--- src/rtl/core/wdt_pkg.sv ---
// ---------------------------------------------------------------------------
// Watchdog timer package
// Register offsets, lock keys, field widths and opcodes shared by the
// channel interfaces and the watchdog core.
// ---------------------------------------------------------------------------
package wdt_pkg;

    // Field widths of one transaction
    localparam int OFFSET_W = 12;
    localparam int DATA_W   = 32;

    // Default width of the countdown and of the stored reload value
    localparam int COUNT_WIDTH_DEF = 32;

    // Operation codes
    localparam logic OP_TICK  = 1'b0;
    localparam logic OP_WRITE = 1'b1;

    // Register byte offsets
    localparam logic [OFFSET_W-1:0] OFF_LOAD   = 12'h000;
    localparam logic [OFFSET_W-1:0] OFF_CTL    = 12'h008;
    localparam logic [OFFSET_W-1:0] OFF_INTCLR = 12'h00c;
    localparam logic [OFFSET_W-1:0] OFF_LOCK   = 12'hc00;

    // Lock register keys
    localparam logic [DATA_W-1:0] KEY_UNLOCK = 32'h1acce551;
    localparam logic [DATA_W-1:0] KEY_LOCK   = 32'h00000001;

    // CTL bit positions
    localparam int CTL_INTEN_BIT = 0;
    localparam int CTL_RESEN_BIT = 1;

endpackage

--- src/rtl/core/wdt_if.sv ---
// ---------------------------------------------------------------------------
// Watchdog channel interfaces
// Valid/ready channels for incoming ticks and register writes, and for the
// per-transaction status results.
// ---------------------------------------------------------------------------
interface wdt_in_if
    import wdt_pkg::*;
();
    logic                valid;
    logic                ready;
    logic                op;
    logic [OFFSET_W-1:0] reg_offset;
    logic [DATA_W-1:0]   wdata;

    modport source (output valid, op, reg_offset, wdata, input ready);
    modport sink (input valid, op, reg_offset, wdata, output ready);
    modport monitor (input valid, ready, op, reg_offset, wdata);
endinterface

interface wdt_out_if;
    logic valid;
    logic ready;
    logic irq_raised;
    logic reset_request;
    logic write_rejected;
    logic irq_pending;

    modport source (output valid, irq_raised, reset_request, write_rejected, irq_pending,
                    input ready);
    modport sink (input valid, irq_raised, reset_request, write_rejected, irq_pending,
                  output ready);
    modport monitor (input valid, ready, irq_raised, reset_request, write_rejected,
                     irq_pending);
endinterface

--- src/rtl/core/watchdog_timer_registers_unit.sv ---
// ---------------------------------------------------------------------------
// Watchdog timer with register interface
// Countdown watchdog driven by tick and register-write transactions.
// ---------------------------------------------------------------------------
// Each input transaction is either one timer tick or one register write
// (LOAD, CTL, INTCLR, LOCK). Unless the output stalls, the block takes one
// transaction per clock and returns exactly one status result for it in the
// next cycle from an output register; the single pass of next-state logic
// between the watchdog state registers and that output register sets this
// rate. Input is accepted whenever the output register is empty or is
// being drained in the same cycle. The countdown period is the low
// COUNT_WIDTH bits of LOAD, with 0 counted as 1, sampled at countdown start.
module watchdog_timer_registers_unit
    import wdt_pkg::*;
#(
    parameter int COUNT_WIDTH = COUNT_WIDTH_DEF
)
(
    input  logic         clk,
    input  logic         rst_n,
    wdt_in_if.sink       in_ch,
    wdt_out_if.source    out_ch
);

    localparam logic [COUNT_WIDTH-1:0] CNT_ONE  = COUNT_WIDTH'(1);
    localparam logic [COUNT_WIDTH-1:0] CNT_ZERO = '0;

    // Watchdog state
    logic                   irq_en_reg,   irq_en_next;
    logic                   res_en_reg,   res_en_next;
    logic                   pending_reg,  pending_next;
    logic                   locked_reg,   locked_next;
    logic                   running_reg,  running_next;
    logic [COUNT_WIDTH-1:0] reload_reg,   reload_next;
    logic [COUNT_WIDTH-1:0] count_reg,    count_next;

    // Output register
    logic out_valid_reg, out_valid_next;
    logic raised_reg, rst_req_reg, rejected_reg, out_pending_reg;

    logic                   accept;
    logic                   raised, rst_req, rejected;
    logic [COUNT_WIDTH-1:0] period;

    // Handshake
    assign in_ch.ready = !out_valid_reg || out_ch.ready;
    assign accept      = in_ch.valid && in_ch.ready;

    // Period sampled at countdown start, zero counts as one
    assign period = (reload_reg == CNT_ZERO) ? CNT_ONE : reload_reg;

    // Next-state and result logic for one transaction
    always_comb
    begin
        irq_en_next  = irq_en_reg;
        res_en_next  = res_en_reg;
        pending_next = pending_reg;
        locked_next  = locked_reg;
        running_next = running_reg;
        reload_next  = reload_reg;
        count_next   = count_reg;
        raised       = 1'b0;
        rst_req      = 1'b0;
        rejected     = 1'b0;

        if (accept)
        begin
            if (in_ch.op == OP_TICK)
            begin
                if (running_reg)
                begin
                    count_next = count_reg - CNT_ONE;
                    // expiry when the count steps from one to zero
                    if (count_reg == CNT_ONE)
                    begin
                        if (pending_reg && res_en_reg)
                        begin
                            rst_req      = 1'b1;
                            running_next = 1'b0;
                        end
                        else if (irq_en_reg)
                        begin
                            raised       = 1'b1;
                            pending_next = 1'b1;
                            count_next   = period;
                        end
                        else
                        begin
                            running_next = 1'b0;
                        end
                    end
                end
            end
            else if (locked_reg && (in_ch.reg_offset != OFF_LOCK))
            begin
                rejected = 1'b1;
            end
            else
            begin
                case (in_ch.reg_offset)
                    OFF_LOAD:
                    begin
                        reload_next = in_ch.wdata[COUNT_WIDTH-1:0];
                    end
                    OFF_CTL:
                    begin
                        // only an enable change touches the countdown
                        if (in_ch.wdata[CTL_INTEN_BIT] != irq_en_reg)
                        begin
                            irq_en_next = in_ch.wdata[CTL_INTEN_BIT];
                            if (in_ch.wdata[CTL_INTEN_BIT])
                            begin
                                count_next   = period;
                                running_next = 1'b1;
                            end
                            else
                            begin
                                pending_next = 1'b0;
                                running_next = 1'b0;
                            end
                        end
                        res_en_next = in_ch.wdata[CTL_RESEN_BIT];
                    end
                    OFF_INTCLR:
                    begin
                        pending_next = 1'b0;
                        count_next   = period;
                        running_next = 1'b1;
                    end
                    OFF_LOCK:
                    begin
                        if (in_ch.wdata == KEY_UNLOCK)
                        begin
                            locked_next = 1'b0;
                        end
                        else if (in_ch.wdata == KEY_LOCK)
                        begin
                            locked_next = 1'b1;
                        end
                    end
                    default:
                    begin
                        // unmapped offset, write ignored
                    end
                endcase
            end
        end
    end

    assign out_valid_next = accept || (out_valid_reg && !out_ch.ready);

    // Control state
    always_ff @(posedge clk or negedge rst_n)
    begin
        if (!rst_n)
        begin
            irq_en_reg    <= 1'b0;
            res_en_reg    <= 1'b0;
            pending_reg   <= 1'b0;
            locked_reg    <= 1'b0;
            running_reg   <= 1'b0;
            reload_reg    <= '0;
            count_reg     <= '0;
            out_valid_reg <= 1'b0;
        end
        else
        begin
            irq_en_reg    <= irq_en_next;
            res_en_reg    <= res_en_next;
            pending_reg   <= pending_next;
            locked_reg    <= locked_next;
            running_reg   <= running_next;
            reload_reg    <= reload_next;
            count_reg     <= count_next;
            out_valid_reg <= out_valid_next;
        end
    end

    // Result payload, loaded per accepted transaction
    always_ff @(posedge clk)
    begin
        if (accept)
        begin
            raised_reg      <= raised;
            rst_req_reg     <= rst_req;
            rejected_reg    <= rejected;
            out_pending_reg <= pending_next;
        end
    end

    assign out_ch.valid          = out_valid_reg;
    assign out_ch.irq_raised     = raised_reg;
    assign out_ch.reset_request  = rst_req_reg;
    assign out_ch.write_rejected = rejected_reg;
    assign out_ch.irq_pending    = out_pending_reg;

endmodule

--- src/flat_wrapper.sv ---
// flat-port wrapper written by rule: the top's interface ports become plain ports
module watchdog_timer_registers_unit_flat import wdt_pkg::*;
#(
    parameter int COUNT_WIDTH = COUNT_WIDTH_DEF
)
  (clk, rst_n, in_ch_valid, in_ch_op, in_ch_reg_offset, in_ch_wdata, in_ch_ready, out_ch_valid, out_ch_irq_raised, out_ch_reset_request, out_ch_write_rejected, out_ch_irq_pending, out_ch_ready);
  wdt_in_if in_ch_i ();
  wdt_out_if out_ch_i ();
  input  logic clk;
  input  logic rst_n;
  input wire logic [$bits(in_ch_i.valid)-1:0] in_ch_valid;
  input wire logic [$bits(in_ch_i.op)-1:0] in_ch_op;
  input wire logic [$bits(in_ch_i.reg_offset)-1:0] in_ch_reg_offset;
  input wire logic [$bits(in_ch_i.wdata)-1:0] in_ch_wdata;
  output wire logic [$bits(in_ch_i.ready)-1:0] in_ch_ready;
  output wire logic [$bits(out_ch_i.valid)-1:0] out_ch_valid;
  output wire logic [$bits(out_ch_i.irq_raised)-1:0] out_ch_irq_raised;
  output wire logic [$bits(out_ch_i.reset_request)-1:0] out_ch_reset_request;
  output wire logic [$bits(out_ch_i.write_rejected)-1:0] out_ch_write_rejected;
  output wire logic [$bits(out_ch_i.irq_pending)-1:0] out_ch_irq_pending;
  input wire logic [$bits(out_ch_i.ready)-1:0] out_ch_ready;
  assign in_ch_i.valid = in_ch_valid;
  assign in_ch_i.op = in_ch_op;
  assign in_ch_i.reg_offset = in_ch_reg_offset;
  assign in_ch_i.wdata = in_ch_wdata;
  assign in_ch_ready = in_ch_i.ready;
  assign out_ch_valid = out_ch_i.valid;
  assign out_ch_irq_raised = out_ch_i.irq_raised;
  assign out_ch_reset_request = out_ch_i.reset_request;
  assign out_ch_write_rejected = out_ch_i.write_rejected;
  assign out_ch_irq_pending = out_ch_i.irq_pending;
  assign out_ch_i.ready = out_ch_ready;
  watchdog_timer_registers_unit #(.COUNT_WIDTH(COUNT_WIDTH)) u_core (.clk(clk), .rst_n(rst_n), .in_ch(in_ch_i), .out_ch(out_ch_i));
endmodule
--- config.mk ---
export PLATFORM = sky130hd
export DESIGN_NAME = watchdog_timer_registers_unit_flat
export DESIGN_NICKNAME = d
export VERILOG_FILES = /design/src/rtl/core/wdt_pkg.sv /design/src/rtl/core/wdt_if.sv /design/src/rtl/core/watchdog_timer_registers_unit.sv /design/src/flat_wrapper.sv
export SDC_FILE = /design/constraint.sdc
export NUM_CORES = 1
export LEC_CHECK = 0
export BUFFER_PORTS_ARGS = -buffer_cell sky130_fd_sc_hd__clkbuf_2
export CORE_MARGIN = 2
export CORE_UTILIZATION = 50
export CTS_BUF_LIST = sky130_fd_sc_hd__clkbuf_4
export CTS_CLUSTER_DIAMETER = 120
export DETAILED_ROUTE_END_ITERATION = 16
export PLACE_DENSITY = 0.8
export REMOVE_ABC_BUFFERS = 1
export SETUP_SLACK_MARGIN = 0.3
export SYNTH_ARGS = -nofsm -noshare
export SYNTH_HDL_FRONTEND = slang
export SYNTH_SLANG_ARGS = --single-unit
--- constraint.sdc ---
create_clock -name clk -period 2.7 [get_ports clk]
set_input_delay 0.27 -clock clk [delete_from_list [all_inputs] [get_ports clk]]
set_output_delay 0.27 -clock clk [all_outputs]
set_load 0.05 [all_outputs]
# ---- Yosys cells after proc, flatten, opt, wreduce, memory -nomap -nowiden
# Index checks and enable logic that the tools add are counted.
dict set report word_totals {
  ff_bits 74
  input_bits 49
  output_inout_bits 6
  elab_cells 80
}
dict set report op_classes {
  bitwise_logic 3
  muxes 33
  n_eq_ne 12
  reduce_logical 19
  addsub 1
}
# operator n
set ops {}
lappend ops {{32-bit 2-to-1 mux} 9}
lappend ops {{32-bit by 1-bit == test with 1-bit output, second input constant} 2}
lappend ops {{32-bit one-hot mux with 2 select lines} 1}
lappend ops {{32-bit by 29-bit == test with 1-bit output, second input constant} 1}
lappend ops {{32-bit logical NOT} 1}
lappend ops {{32-bit by 1-bit subtractor with 32-bit output, second input constant} 1}
lappend ops {{12-bit by 4-bit == test with 1-bit output, second input constant} 2}
lappend ops {{1-bit 2-to-1 mux} 21}
lappend ops {{12-bit == test, second input constant} 1}
lappend ops {{12-bit logical NOT} 1}
lappend ops {{12-bit != test, second input constant} 1}
lappend ops {{4-bit AND reduction} 3}
lappend ops {{5-bit AND reduction} 2}
lappend ops {{6-bit AND reduction} 1}
lappend ops {{1-bit logical AND} 4}
lappend ops {{1-bit one-hot mux with 2 select lines} 2}
lappend ops {{2-bit nonzero test} 2}
lappend ops {{3-bit by 1-bit != test with 1-bit output, second input constant} 1}
lappend ops {{3-bit by 2-bit != test with 1-bit output, second input constant} 1}
lappend ops {{3-bit != test, second input constant} 1}
lappend ops {{1-bit inverter} 3}
lappend ops {{3-bit OR reduction} 1}
lappend ops {{1-bit logical NOT} 2}
lappend ops {{1-bit logical OR} 2}
lappend ops {{other kinds (2)} 2}

# ---- Depth between registers and ports, before layout
# Gate-level depths: netlist of the first run.
dict set report depth {
  depth_word 7
  depth_mapped 11
  depth_no_buf 8
}

# ---- Worst setup path before layout of the first run
# No wires, ideal clock.
dict set report synth_timing {
  kind {flip-flop to flip-flop}
  start {register u_core.out_valid_reg, in the netlist u_core.out_ch.valid}
  end {register u_core.reload_reg[22]}
  stages_incl_launch_ff 8
  n_path_buf 2
  t_required_ns 2.575
  period_less_slack_ns 2.566
  setup_time_ns 0.125
  arrival_ns 2.441
  path_slack_ns 0.134
  path_cell_list {dfrtp_1 > nand2b_1 > nand3_1 > nor2_1 > and3_1 > clkbuf_1 > buf_1 > mux2_2}
}
dict set report synth_via {
  elab_chain_len 4
}
# item line
set synth_rtl {}
lappend synth_rtl {{from (decl)} watchdog_timer_registers_unit.sv:38} ;# logic out_valid_reg, out_valid_next;
lappend synth_rtl {{from (signal assigned)} watchdog_timer_registers_unit.sv:175} ;# out_valid_reg <= out_valid_next;
lappend synth_rtl {{1-bit logical NOT} watchdog_timer_registers_unit.sv:46} ;# assign in_ch.ready = !out_valid_reg || out_ch.ready;
lappend synth_rtl {{1-bit logical OR} watchdog_timer_registers_unit.sv:46}
lappend synth_rtl {{named net in_ch_ready} flat_wrapper.sv:15} ;# output wire logic [$bits(in_ch_i.ready)-1:0] in_ch_ready;
lappend synth_rtl {{1-bit logical AND} watchdog_timer_registers_unit.sv:47} ;# assign accept = in_ch.valid && in_ch.ready;
lappend synth_rtl {{4-bit AND reduction (no source line)} --}
lappend synth_rtl {{to (signal assigned)} watchdog_timer_registers_unit.sv:173} ;# reload_reg <= reload_next;
lappend synth_rtl {{to (decl)} watchdog_timer_registers_unit.sv:34} ;# logic [COUNT_WIDTH-1:0] reload_reg, reload_next;
# The timed path passes the listed nets, and every way through them passes these cells.
# A chain may end at the register's enable or synchronous reset.

# ---- Final worst setup path of the first run
dict set report layout_timing {
  start {register u_core.count_reg[4]}
  end {register u_core.count_reg[13]}
}
dict set report layout_via {
  elab_chain_len 6
  elab_cells_between_ends 7
  classes_between {1 x add/sub; 1 x eq/ne; 5 x mux}
}
# item line
set layout_rtl {}
lappend layout_rtl {{from (decl)} watchdog_timer_registers_unit.sv:35} ;# logic [COUNT_WIDTH-1:0] count_reg, count_next;
lappend layout_rtl {{from (signal assigned)} watchdog_timer_registers_unit.sv:174} ;# count_reg <= count_next;
lappend layout_rtl {{32-bit by 1-bit subtractor with 32-bit output} watchdog_timer_registers_unit.sv:72} ;# count_next = count_reg - CNT_ONE;
lappend layout_rtl {{32-bit 2-to-1 mux} watchdog_timer_registers_unit.sv:81} ;# else if (irq_en_reg)
lappend layout_rtl {{32-bit 2-to-1 mux} watchdog_timer_registers_unit.sv:76} ;# if (pending_reg && res_en_reg)
lappend layout_rtl {{32-bit 2-to-1 mux *} watchdog_timer_registers_unit.sv:74} ;# if (count_reg == CNT_ONE)
lappend layout_rtl {{32-bit 2-to-1 mux *} watchdog_timer_registers_unit.sv:70} ;# if (running_reg)
lappend layout_rtl {{32-bit 2-to-1 mux *} watchdog_timer_registers_unit.sv:68} ;# if (in_ch.op == OP_TICK)
# Mark *: on every way between the ends. The rest lies on a longest branch, timed or not. The select of a mux whose other input is x is not followed.

==> run_results.csv, run 1 <==
group,metric,value,unit
outcome,status,"finished, final reports clean",
worst_setup_path,crit_type,"reg2reg",
floorplan,coreArea,8090,um^2
synthesis,synth_compound_area_share,16.8,%
floorplan,initial_core_util,51.0,%
floorplan,ios,55,
timing,tightest_slew,0.713,ns
global_routing,grt_pass1_vias,3821,
synthesis,synth_warnings,0,
flow_run,drv_cap,0,
floorplan,die_w,94.9,um
worst_setup_path,worstRegToRegCells,7,
synthesis,avgSynthCellArea,9.41,um^2
routing,drt-pass1-iter-count,5,
worst_setup_path,cp_common_cell,"o21ai_1",
clock_network,htreeDepth,3,
synthesis,netlist_area,4130,um^2
floorplan,die_area,9000,um^2
placed_design,dp_slack,0.225,ns
synthesis,synth-main-ff-cell,"dfrtp_1",
synthesis,ys_async_sr_fraction,94.6,%
timing,slew-limit-headroom,52.5,%
worst_setup_path,crit_arrival,2.67,ns
synthesis,synth_edf_count,4,
power_and_ir_drop,leakage,0.00216,uW
synthesis,synth.area.top_cells,"dfrtp_1, a21oi_1, mux2_2, mux2_1, nor4_1",
placed_design,postPlaceCellArea,4550,um^2
synthesis,synth.top_cells.by_count,"dfrtp_1, a21oi_1, nand2_1",
power_and_ir_drop,powerDensity,583,nW/um^2
worst_setup_path,cp_slowest_stage_delay,0.60,ns
clock_network,cts_root_buffer,"clkbuf_4",
worst_setup_path,crit_buf_inv,1,
worst_setup_path,cp_top_family,"simple AND/OR/NAND/NOR gates",
worst_setup_path,cp_slowest_cell,"or4_4",
synthesis,synth-seq-cells,74,
timing,hold_viol,0,
placed_design,port_buffers,54,
synthesis,synthSimpleGateAreaFrac,23.7,%
global_routing,grt_usage,26.9,%
routing,ant_nets,0,
timing,final-setup-viol-count,0,
power_and_ir_drop,vdd_drop_max,0.378,mV
finish,fillers,694,
worst_setup_path,crit_fanout,30,
synthesis,synthCells,439,
finish,stdcell_area,4900,um^2
clock_network,cts_made_buffers,9,
placed_design,place_congestion,0.898,
timing,rsz0062_at_grt,"true",
routing,totalWireLength,11300,um
floorplan,rows,33,
synthesis,seq_area_frac_synth,45.3,%
clock_network,clockBufferDepth,2,
global_routing,grt.overflow.total,0,
timing,fmax,420,MHz
min_path,min_path_type,"in2reg",
worst_setup_path,critical_path_depth,7,
min_path,whs_path_depth,2,
clock_network,cts_sinks,74,
timing,skew,0.0177,ns
global_routing,grt_pass1_wl,18500,um
synthesis,synth_cell_types,53,
finish,syn2layout_area_growth,18.8,%
floorplan,die_h,94.9,um
global_routing,antenna_found_initial,0,
timing,timing.final.crit_share,88.1,%
finish,nNetsFinal,555,
synthesis,synth_top_area_cell,"dfrtp_1",
synthesis,synth_top_family_by_area,"simple AND/OR/NAND/NOR gates",
synthesis,synth-xor-area-share,0.212,%
clock_network,clk_pin_slew,0.12,ns
clock_network,cts_tree,"done",
synthesis,synth_fa_ha_area_share,0.606,%
finish,num_antenna_cells,0,
worst_setup_path,cp-end-kind,"flop",
worst_setup_path,path_cells,"or4_4, nor4b_4, a41oi_4, buf_6, o21a_1, o21ai_1, o21ai_1",
timing,fin_tns_setup,0,ns
routing,wire_per_inst,18.5,um
worst_setup_path,cp.required,2.99,ns
synthesis,yosysTopAreaCellShare,42.4,%
placed_design,place_hpwl,7890,um
worst_setup_path,cp-start-kind,"flop",
clock_network,clk_latency,0.44,ns
routing,via_count,3891,
routing,viasPerCell,6.34,
timing,finalCriticalPeriod,2.38,ns
routing,route.detailed.drc,0,
global_routing,grt_max_degree,57,
synthesis,yosysMostFrequentCell,"dfrtp_1",
finish,layout-drive-gt1-share,28.9,%
routing,drt_iter0_drc,359,
synthesis,yosys-mux-area-fraction,9.76,%
timing,final.setup.worst_slack,0.321,ns
timing,drv_slew,0,
[cells in the final DEF (no fill, tap or decap), drive strengths merged, types with 14 or more instances in the layout]
| cell type | n |
|---|---|
| dfrtp | 70 |
| clkbuf | 64 |
| a21oi | 54 |
| nand2 | 35 |
| nor2 | 34 |
| mux2 | 34 |
| nor4 | 27 |
| o21ai | 27 |
| buf | 26 |
| nand4 | 14 |
[where the power goes]
part | switching (uW) | leakage (uW) | internal [uW] | total, uW
Combinational | 358 | 0.00113 | 263 | 621
Clock | 404 | 0.0000889 | 396 | 800
Sequential | 187 | 0.000943 | 1250 | 1440
[through the flow]
step / util, % / total power (uW) / cells / hold WS, ns
floorplan: - / 1740 / 413 / -0.0256
global placement: 56.2 / 1930 / 587 / 0.203
detailed placement: 56.2 / 1970 / 587 / 0.202
CTS: 58.8 / 2780 / 605 / 0.0192
global route: 60.6 / 3000 / 614 / 0.0286
finish: 60.6 / 2860 / 614 / 0.0450
[routing by layer]
layer	routed length [um]	share of wire, %	vias to the layer above	global-route usage [%]
li1	-	-	1782	-
met1	4620	41	1866	34.3
met2	5390	48	202	42.4
met3	916	8.1	41	6.23
met4	407	3.6	0	14.4
met5	0	0	-	0
[final timing paths]
check,start,end,slack (ns)
worst max register to register,u_core.count_reg[4]$_DFFE_PN0P_,u_core.count_reg[13]$_DFFE_PN0P_,0.32
worst min-delay path,in_ch_wdata[29],u_core.reload_reg[29]$_DFFE_PN0P_,0.05
worst min register to register,u_core.res_en_reg$_DFFE_PN0P_,u_core.res_en_reg$_DFFE_PN0P_,0.53
max in group asynchronous,rst_n,u_core.count_reg[0]$_DFFE_PN0P_,1.82
min in group asynchronous,rst_n,u_core.reload_reg[12]$_DFFE_PN0P_,0.26
worst max-delay path,u_core.count_reg[4]$_DFFE_PN0P_,u_core.count_reg[13]$_DFFE_PN0P_,0.32
[timing repair]
action	4_1_cts	5_1_grt
pin swaps	2	7
endpoints found under the hold margin	14	0
hold buffers	1	0
setup buffers	1	9
setup endpoints to repair	26	30
resized for setup	5	21
[area by class of cell]
cell class	instances	area, um^2	share of cell area (%)
multi-input combinational	334	2220	45.2
sequential	74	1880	38.2
timing repair buffer	80	499	10.2
tap	105	131	2.68
clock buffer	11	82.6	1.68
clock inverter	5	77.6	1.58
inverter	5	18.8	0.383
[cell families after synthesis]
logic type / Yosys count
DFF: 74
buffers and inverters: 31
and+or+nand+nor: 178
adders and majority gates: 2
xor gates and xnor gates: 1
AOI/OAI and AO/OA: 117
muxes: 36
Power figures use the tool's default switching activity.
==> run 2: changes to the inputs <==
--- a/config.mk
+++ b/config.mk
@@ -5,13 +5,14 @@
 export SDC_FILE = /design/constraint.sdc
 export NUM_CORES = 1
 export LEC_CHECK = 0
+export ABC_AREA = 1
 export BUFFER_PORTS_ARGS = -buffer_cell sky130_fd_sc_hd__clkbuf_2
-export CORE_MARGIN = 2
+export CORE_MARGIN = 3
 export CORE_UTILIZATION = 50
 export CTS_BUF_LIST = sky130_fd_sc_hd__clkbuf_4
 export CTS_CLUSTER_DIAMETER = 120
 export DETAILED_ROUTE_END_ITERATION = 16
-export PLACE_DENSITY = 0.8
+export PLACE_DENSITY = 0.79
 export REMOVE_ABC_BUFFERS = 1
 export SETUP_SLACK_MARGIN = 0.3
 export SYNTH_ARGS = -nofsm -noshare
==> run 2 against run 1 <==
  * Synthesized cell count rose by 52%
  * Sequential power fell by 5%
  * Synthesized area rose by 11%
  * Global-route usage fell by 3.1 points
  * Register-to-register slack improved by 0.35 ns
  * Clock skew fell by 0.0026 ns
  * Total power rose by 8.7%
  * Flip-flop and latch count did not move
  * Largest cell class unchanged
  * Highest routed layer unchanged
==> run_results.csv, run 2 <==
group,metric,value,unit
clock_network,clk_latency,0.44,ns
floorplan,initial_core_util,52.2,%
worst_setup_path,crit_fanout,46,
routing,drt-pass1-iter-count,5,
synthesis,yosysMostFrequentCell,"nand2_1",
clock_network,cts_tree,"done",
synthesis,yosysTopAreaCellShare,38.1,%
worst_setup_path,cp_slowest_stage_delay,0.44,ns
worst_setup_path,rr_endpoint,"u_core.count_reg[5]$_DFFE_PN0P_",
global_routing,grt_pass1_wl,19200,um
timing,timing.final.crit_share,75.2,%
worst_setup_path,crit_arrival,2.35,ns
clock_network,clk_pin_slew,0.13,ns
worst_setup_path,crit_buf_inv,1,
synthesis,synth.area.top_cells,"dfrtp_1, nand2_1, inv_1, nor2_1, o21ai_0",
finish,syn2layout_area_growth,11.2,%
routing,drt_iter0_drc,317,
global_routing,grt.overflow.total,0,
floorplan,die_area,10400,um^2
timing,fin_tns_setup,0,ns
clock_network,htreeDepth,3,
synthesis,avgSynthCellArea,6.89,um^2
power_and_ir_drop,p_total,3110,uW
power_and_ir_drop,vdd_drop_max,0.268,mV
finish,layout-drive-gt1-share,13.5,%
worst_setup_path,crit_type,"reg2reg",
finish,layout_commonest_cell,"nand2_1",
worst_setup_path,cp.required,3.02,ns
finish,fillers,850,
worst_setup_path,cp_slowest_cell,"dfrtp_1",
worst_setup_path,worstRegToRegCells,11,
finish,multi_input_area,2280,um^2
placed_design,place_hpwl,8850,um
min_path,min_from,"in_ch_valid",
routing,wire_per_inst,14.2,um
synthesis,seq_area_frac_synth,40.7,%
power_and_ir_drop,powerDensity,608,nW/um^2
timing,drv_slew,0,
routing,via_count,4372,
worst_setup_path,ff2ff_setup_slack,0.67,ns
placed_design,dp.cells,816,
global_routing,antenna_found_initial,0,
finish,final_cell_mix,"nand2_1, inv_1, nor2_1",
worst_setup_path,critical_path_depth,11,
finish,num_antenna_cells,0,
worst_setup_path,cp-end-kind,"flop",
finish,final_cells,833,
global_routing,grt_max_degree,65,
synthesis,synth-seq-cells,74,
worst_setup_path,cp_top_family,"simple AND/OR/NAND/NOR gates",
worst_setup_path,cp_common_cell,"nand2_1",
synthesis,synth_warnings,0,
global_routing,grt_usage,23.8,%
floorplan,ios,55,
synthesis,synth_top_area_cell,"dfrtp_1",
timing,rsz0062_at_grt,"false",
placed_design,place_congestion,0.919,
clock_network,cts_made_buffers,9,
timing,skew,0.0152,ns
flow_run,drv_cap,0,
routing,viasPerCell,5.25,
timing,slew-limit-headroom,63.4,%
timing,tightest_slew,0.547,ns
timing,finalCriticalPeriod,2.03,ns
clock_network,clockBufferDepth,2,
worst_setup_path,cp-start-kind,"flop",
routing,totalWireLength,11800,um
outcome,status,"finished, final reports clean",
worst_setup_path,r2r_start,"u_core.count_reg[23]$_DFFE_PN0P_",
floorplan,coreArea,8810,um^2
finish,register_area,1870,um^2
routing,route.detailed.drc,0,
finish,fin_util,58.0,%
min_path,whs_path_depth,3,
timing,fmax,493,MHz
clock_network,cts_setup_buffers,0,
timing,hold_viol,0,
clock_network,cts_root_buffer,"clkbuf_4",
worst_setup_path,path_cells,"nor2_1, nand2_1, nor2_2, nand2_2, nor2_4, nand2_4, nand2_4, buf_12, nand2_1, o211ai_1, nand2_1",
synthesis,synth-main-ff-cell,"dfrtp_1",
global_routing,grt_pass1_vias,4022,
floorplan,die_h,102,um
synthesis,synthCells,667,
floorplan,rows,34,
finish,nNetsFinal,771,
placed_design,port_buffers,54,
timing,final-setup-viol-count,0,
synthesis,ys_async_sr_fraction,94.6,%
clock_network,cts_sinks,74,
power_and_ir_drop,leakage,0.00272,uW
min_path,hold_end,"u_core.out_ch.valid$_DFF_PN0_",
floorplan,die_w,102,um
synthesis,netlist_area,4600,um^2
routing,ant_nets,0,
synthesis,synth_edf_count,4,
min_path,min_path_type,"in2reg",
synthesis,synth.top_cells.by_count,"nand2_1, inv_1, nor2_1",
synthesis,synth_cell_types,32,
-- run 2: cell types whose count changed after synthesis, moves of 20 or more --
| cell | before | now |
|---|---|---|
| inv_1 | 5 | 84 |
| o21ai_0 | 8 | 39 |
| nand3_1 | 12 | 34 |
| a21oi_1 | 54 | 4 |
| nor2_1 | 33 | 84 |
| mux2_2 | 20 | 0 |
| nand2_1 | 35 | 225 |
| nor4_1 | 24 | 3 |
-- run 2: kinds of logic after synthesis --
family	share of synthesized area [%]
fa+ha+maj	0.544
buf+inv	9.56
flops	40.7
simple gates	36.7
compound gates	8.06
xor+xnor	4.38
-- run 2: how the worst max path moves through the flow --
stage	from	to	slack (ns)
after floorplan	u_core.out_ch.valid$_DFF_PN0_	u_core.reload_reg[0]$_DFFE_PN0P_	0.08
after global placement	u_core.count_reg[23]$_DFFE_PN0P_	u_core.count_reg[19]$_DFFE_PN0P_	0.76
after detailed placement	u_core.count_reg[23]$_DFFE_PN0P_	u_core.count_reg[5]$_DFFE_PN0P_	0.73
after CTS	u_core.count_reg[23]$_DFFE_PN0P_	u_core.count_reg[5]$_DFFE_PN0P_	0.69
after global routing	u_core.count_reg[18]$_DFFE_PN0P_	u_core.count_reg[10]$_DFFE_PN0P_	0.48
final	u_core.count_reg[23]$_DFFE_PN0P_	u_core.count_reg[5]$_DFFE_PN0P_	0.67
-- run 2: area by class of cell --
cell class / count / share of cell area [%]
multi-input cells: 487 / 44.7
flip-flops and latches: 74 / 36.6
repair buffers: 60 / 6.47
inverters: 88 / 6.47
well taps: 108 / 2.65
clock inverters: 6 / 1.59
clock buffers: 10 / 1.47
-- run 2: worst register-to-register path, cell delays in order, from the launching register on --
cell      delay (ns)
dfrtp_1         0.44
nor2_1          0.19
nand2_1         0.13
nor2_2          0.18
nand2_2         0.10
nor2_4          0.16
nand2_4         0.11
nand2_4         0.12
buf_12          0.22
nand2_1         0.10
o211ai_1        0.09
nand2_1         0.08
-- run 2: what timing repair did --
item / in CTS / in global routing
hold buffers: 1 / 0
endpoints found under the hold margin: 7 / 0
resized for setup: 0 / 0
endpoints found under the setup margin: 0 / 0
-- run 2: where the power goes --
part           switching (uW)  internal (uW)  total [uW]
Clock                     405            380         786
Sequential                146           1230        1370
Combinational             623            326         949
Total                    1170           1930        3110
-- run 2: metrics by stage --
stage | cell area, um^2 | hold slack [ns] | setup slack (ns)
global placement | 4940 | 0.122 | 0.760
CTS | 5110 | 0.0129 | 0.694
finish | 5110 | 0.0257 | 0.671
floorplan | 4490 | -0.0256 | 0.0840
global route | 5110 | 0.0376 | 0.476
detailed placement | 4940 | 0.141 | 0.727
-- run 2: per-layer routing --
metal  global-route usage [%]  vias to the layer above  part of all wire [%]
met3                     3.69                       21                   5.7
met1                     32.7                     2008                    45
li1                         -                     2203                     -
met4                     7.77                        0                   2.0
met2                     38.9                      140                    47
met5                        0                        -                     0
==> run 3: changes to the inputs <==
--- a/config.mk
+++ b/config.mk
@@ -12,7 +12,7 @@
 export CTS_BUF_LIST = sky130_fd_sc_hd__clkbuf_4
 export CTS_CLUSTER_DIAMETER = 120
 export DETAILED_ROUTE_END_ITERATION = 16
-export PLACE_DENSITY = 0.79
+export PLACE_DENSITY = 0.82
 export REMOVE_ABC_BUFFERS = 1
 export SETUP_SLACK_MARGIN = 0.3
 export SYNTH_ARGS = -nofsm -noshare
==> constraint.sdc (replaced) <==
create_clock -name clk -period 1.75 [get_ports clk]
set_input_delay 0.175 -clock clk [delete_from_list [all_inputs] [get_ports clk]]
set_output_delay 0.175 -clock clk [all_outputs]
set_load 0.05 [all_outputs]
==> run 3 against run 2 <==
  * The flow now finishes with violations (setup timing)
  * Largest power group is now combinational cells
  * Global-route usage up 2.0 points
  * Combinational power up 130%
  * Cell count up 8.6%
  * Critical path type unchanged
  * Highest routed layer unchanged
  * Worst hold slack worse by 0.025 ns
  * Via count rose by 14%
  * Clock power is 39% higher
  * Wire length grew 17%
  * Die area unchanged
  * Fmax grew 8.6%
==> run_results.csv, run 3 (synthesized netlist as in run 2, its figures left out) <==
group,metric,value,unit
outcome,status,"finished, violations left",
outcome,violations,"setup timing",
clock_network,clk_pin_slew,0.13,ns
placed_design,port_buffers,54,
global_routing,grt.overflow.total,0,
finish,num_antenna_cells,0,
timing,timing.final.crit_share,107,%
worst_setup_path,crit_arrival,2.23,ns
floorplan,die_w,102,um
finish,layout-drive-gt1-share,25.2,%
timing,rsz0062_at_grt,"true",
timing,drv_slew,0,
finish,multi_input_area,2480,um^2
routing,via_count,4986,
routing,drt-pass1-iter-count,5,
routing,viasPerCell,5.51,
routing,route.detailed.drc,0,
worst_setup_path,cp.required,2.11,ns
timing,hold_viol,0,
min_path,min_from,"in_ch_wdata[18]",
global_routing,grtUsageMet2,44.2,%
min_path,min_path_type,"in2reg",
min_path,whs_path_depth,3,
timing,final-setup-viol-count,33,
timing,slew-limit-headroom,69.1,%
placed_design,postPlaceCellArea,5280,um^2
power_and_ir_drop,p_total,5370,uW
clock_network,htreeDepth,3,
worst_setup_path,crit_type,"reg2reg",
global_routing,grt_pass1_wl,21100,um
finish,syn2layout_area_growth,30.4,%
floorplan,coreArea,8810,um^2
floorplan,die_area,10400,um^2
global_routing,grt_usage,25.9,%
timing,finalCriticalPeriod,1.87,ns
flow_run,drv_cap,0,
global_routing,grt_pass1_vias,4626,
clock_network,cts_sinks,74,
placed_design,place_congestion,0.995,
worst_setup_path,rr_endpoint,"u_core.count_reg[30]$_DFFE_PN0P_",
floorplan,initial_core_util,52.2,%
worst_setup_path,r2r_start,"u_core.count_reg[1]$_DFFE_PN0P_",
worst_setup_path,cp-end-kind,"flop",
routing,drt_iter0_drc,456,
routing,wire_per_inst,15.4,um
timing,tightest_slew,0.464,ns
global_routing,antenna_found_initial,0,
finish,layout_commonest_cell,"nand2_1",
worst_setup_path,path_cells,"inv_2, ha_4, nand2_4, nor2_4, nand3_2, nor2_4, nand2_4, nand2_8, inv_4, buf_4, nand2_2, nand3_2, o21ai_2",
timing,fin_tns_setup,-1.64,ns
finish,stdcell_area,5990,um^2
worst_setup_path,critical_path_depth,13,
worst_setup_path,crit_fanout,6,
power_and_ir_drop,vdd_drop_max,0.663,mV
global_routing,met3_usage,5.05,%
worst_setup_path,crit_buf_inv,3,
clock_network,cts_root_buffer,"clkbuf_4",
worst_setup_path,cp_slowest_stage_delay,0.43,ns
worst_setup_path,ff2ff_setup_slack,-0.12,ns
worst_setup_path,worstRegToRegCells,13,
timing,fmax,535,MHz
clock_network,clk_latency,0.44,ns
power_and_ir_drop,powerDensity,897,nW/um^2
global_routing,met1_usage,33.6,%
routing,ant_nets,0,
floorplan,rows,34,
timing,skew,0.0101,ns
clock_network,clockBufferDepth,2,
clock_network,cts_made_buffers,9,
placed_design,place_hpwl,9230,um
floorplan,die_h,102,um
finish,nNetsFinal,843,
power_and_ir_drop,leakage,0.00311,uW
routing,totalWireLength,13900,um
finish,register_area,1880,um^2
finish,final_cell_mix,"nand2_1, inv_1, nor2_1",
global_routing,busiest_layer,"met2",
floorplan,ios,55,
finish,fin_util,68.0,%
global_routing,grt_max_degree,65,
worst_setup_path,cp_top_family,"simple AND/OR/NAND/NOR gates",
clock_network,cts_tree,"done",
timing,final.setup.worst_slack,-0.118,ns
finish,fillers,675,
worst_setup_path,cp_slowest_cell,"dfrtp_1",
min_path,hold_end,"u_core.reload_reg[18]$_DFFE_PN0P_",
worst_setup_path,cp-start-kind,"flop",
run 3: cell count changes in the layout (fill, tap and decap cells not counted), sizes merged:
cell and delta:
inv +1, buf +51, clkinv +1, bufinv -1, dlygate4sd3 +20
run 3: power breakdown:
part	switching, uW	internal [uW]
Sequential	205	1900
Clock	659	434
Combinational	1250	925
run 3: per-stage QoR:
stage	setup slack, ns	hold WS (ns)	instances
6_report	-0.118	0.000977	905
5_1_grt	-0.224	0.00751	905
4_1_cts	0.0449	0.000230	900
3_5_place_dp	-0.0470	0.147	853
3_3_place_gp	0.0311	0.144	853
2_1_floorplan	-0.866	-0.121	649
run 3: final cells by class:
| type | instances | share of cell area, % |
|---|---|---|
| Tap cell | 108 | 2.26 |
| Inverter | 88 | 5.60 |
| Timing Repair Buffer | 132 | 17.1 |
| Clock buffer | 9 | 1.13 |
| Clock inverter | 7 | 1.15 |
| Multi-Input combinational cell | 487 | 41.4 |
| Sequential cell | 74 | 31.3 |
run 3: worst max path at each step:
stage | startpoint | end
6_report | u_core.count_reg[1]$_DFFE_PN0P_ | u_core.count_reg[30]$_DFFE_PN0P_
4_1_cts | u_core.count_reg[1]$_DFFE_PN0P_ | u_core.count_reg[16]$_DFFE_PN0P_
2_1_floorplan | u_core.out_ch.valid$_DFF_PN0_ | u_core.reload_reg[0]$_DFFE_PN0P_
3_3_place_gp | u_core.count_reg[14]$_DFFE_PN0P_ | u_core.count_reg[17]$_DFFE_PN0P_
3_5_place_dp | u_core.count_reg[1]$_DFFE_PN0P_ | u_core.count_reg[2]$_DFFE_PN0P_
5_1_grt | u_core.count_reg[2]$_DFFE_PN0P_ | u_core.count_reg[27]$_DFFE_PN0P_
run 3: layer usage:
metal / vias up / part of all wire [%]
met1: 2334 / 40
met2: 245 / 49
met3: 61 / 6.9
met4: 0 / 4.0
li1: 2346 / -
met5: - / 0
run 3: worst register-to-register path: cells and delay by family, from the launching register on:
| family | cells | cell delay [ns] |
|---|---|---|
| compound gates | 1 | 0.09 |
| simple gates | 8 | 0.80 |
| flops | 1 | 0.43 |
| fa+ha+maj | 1 | 0.16 |
| buf+inv | 3 | 0.32 |
run 3: repair_timing:
item	in CTS	in global routing
hold buffers	21	0
pin swaps	8	11
setup endpoints to repair	69	71
hold endpoints to repair	34	0
gates resized for setup	26	47
buffers inserted	10	4
gates cloned	0	1
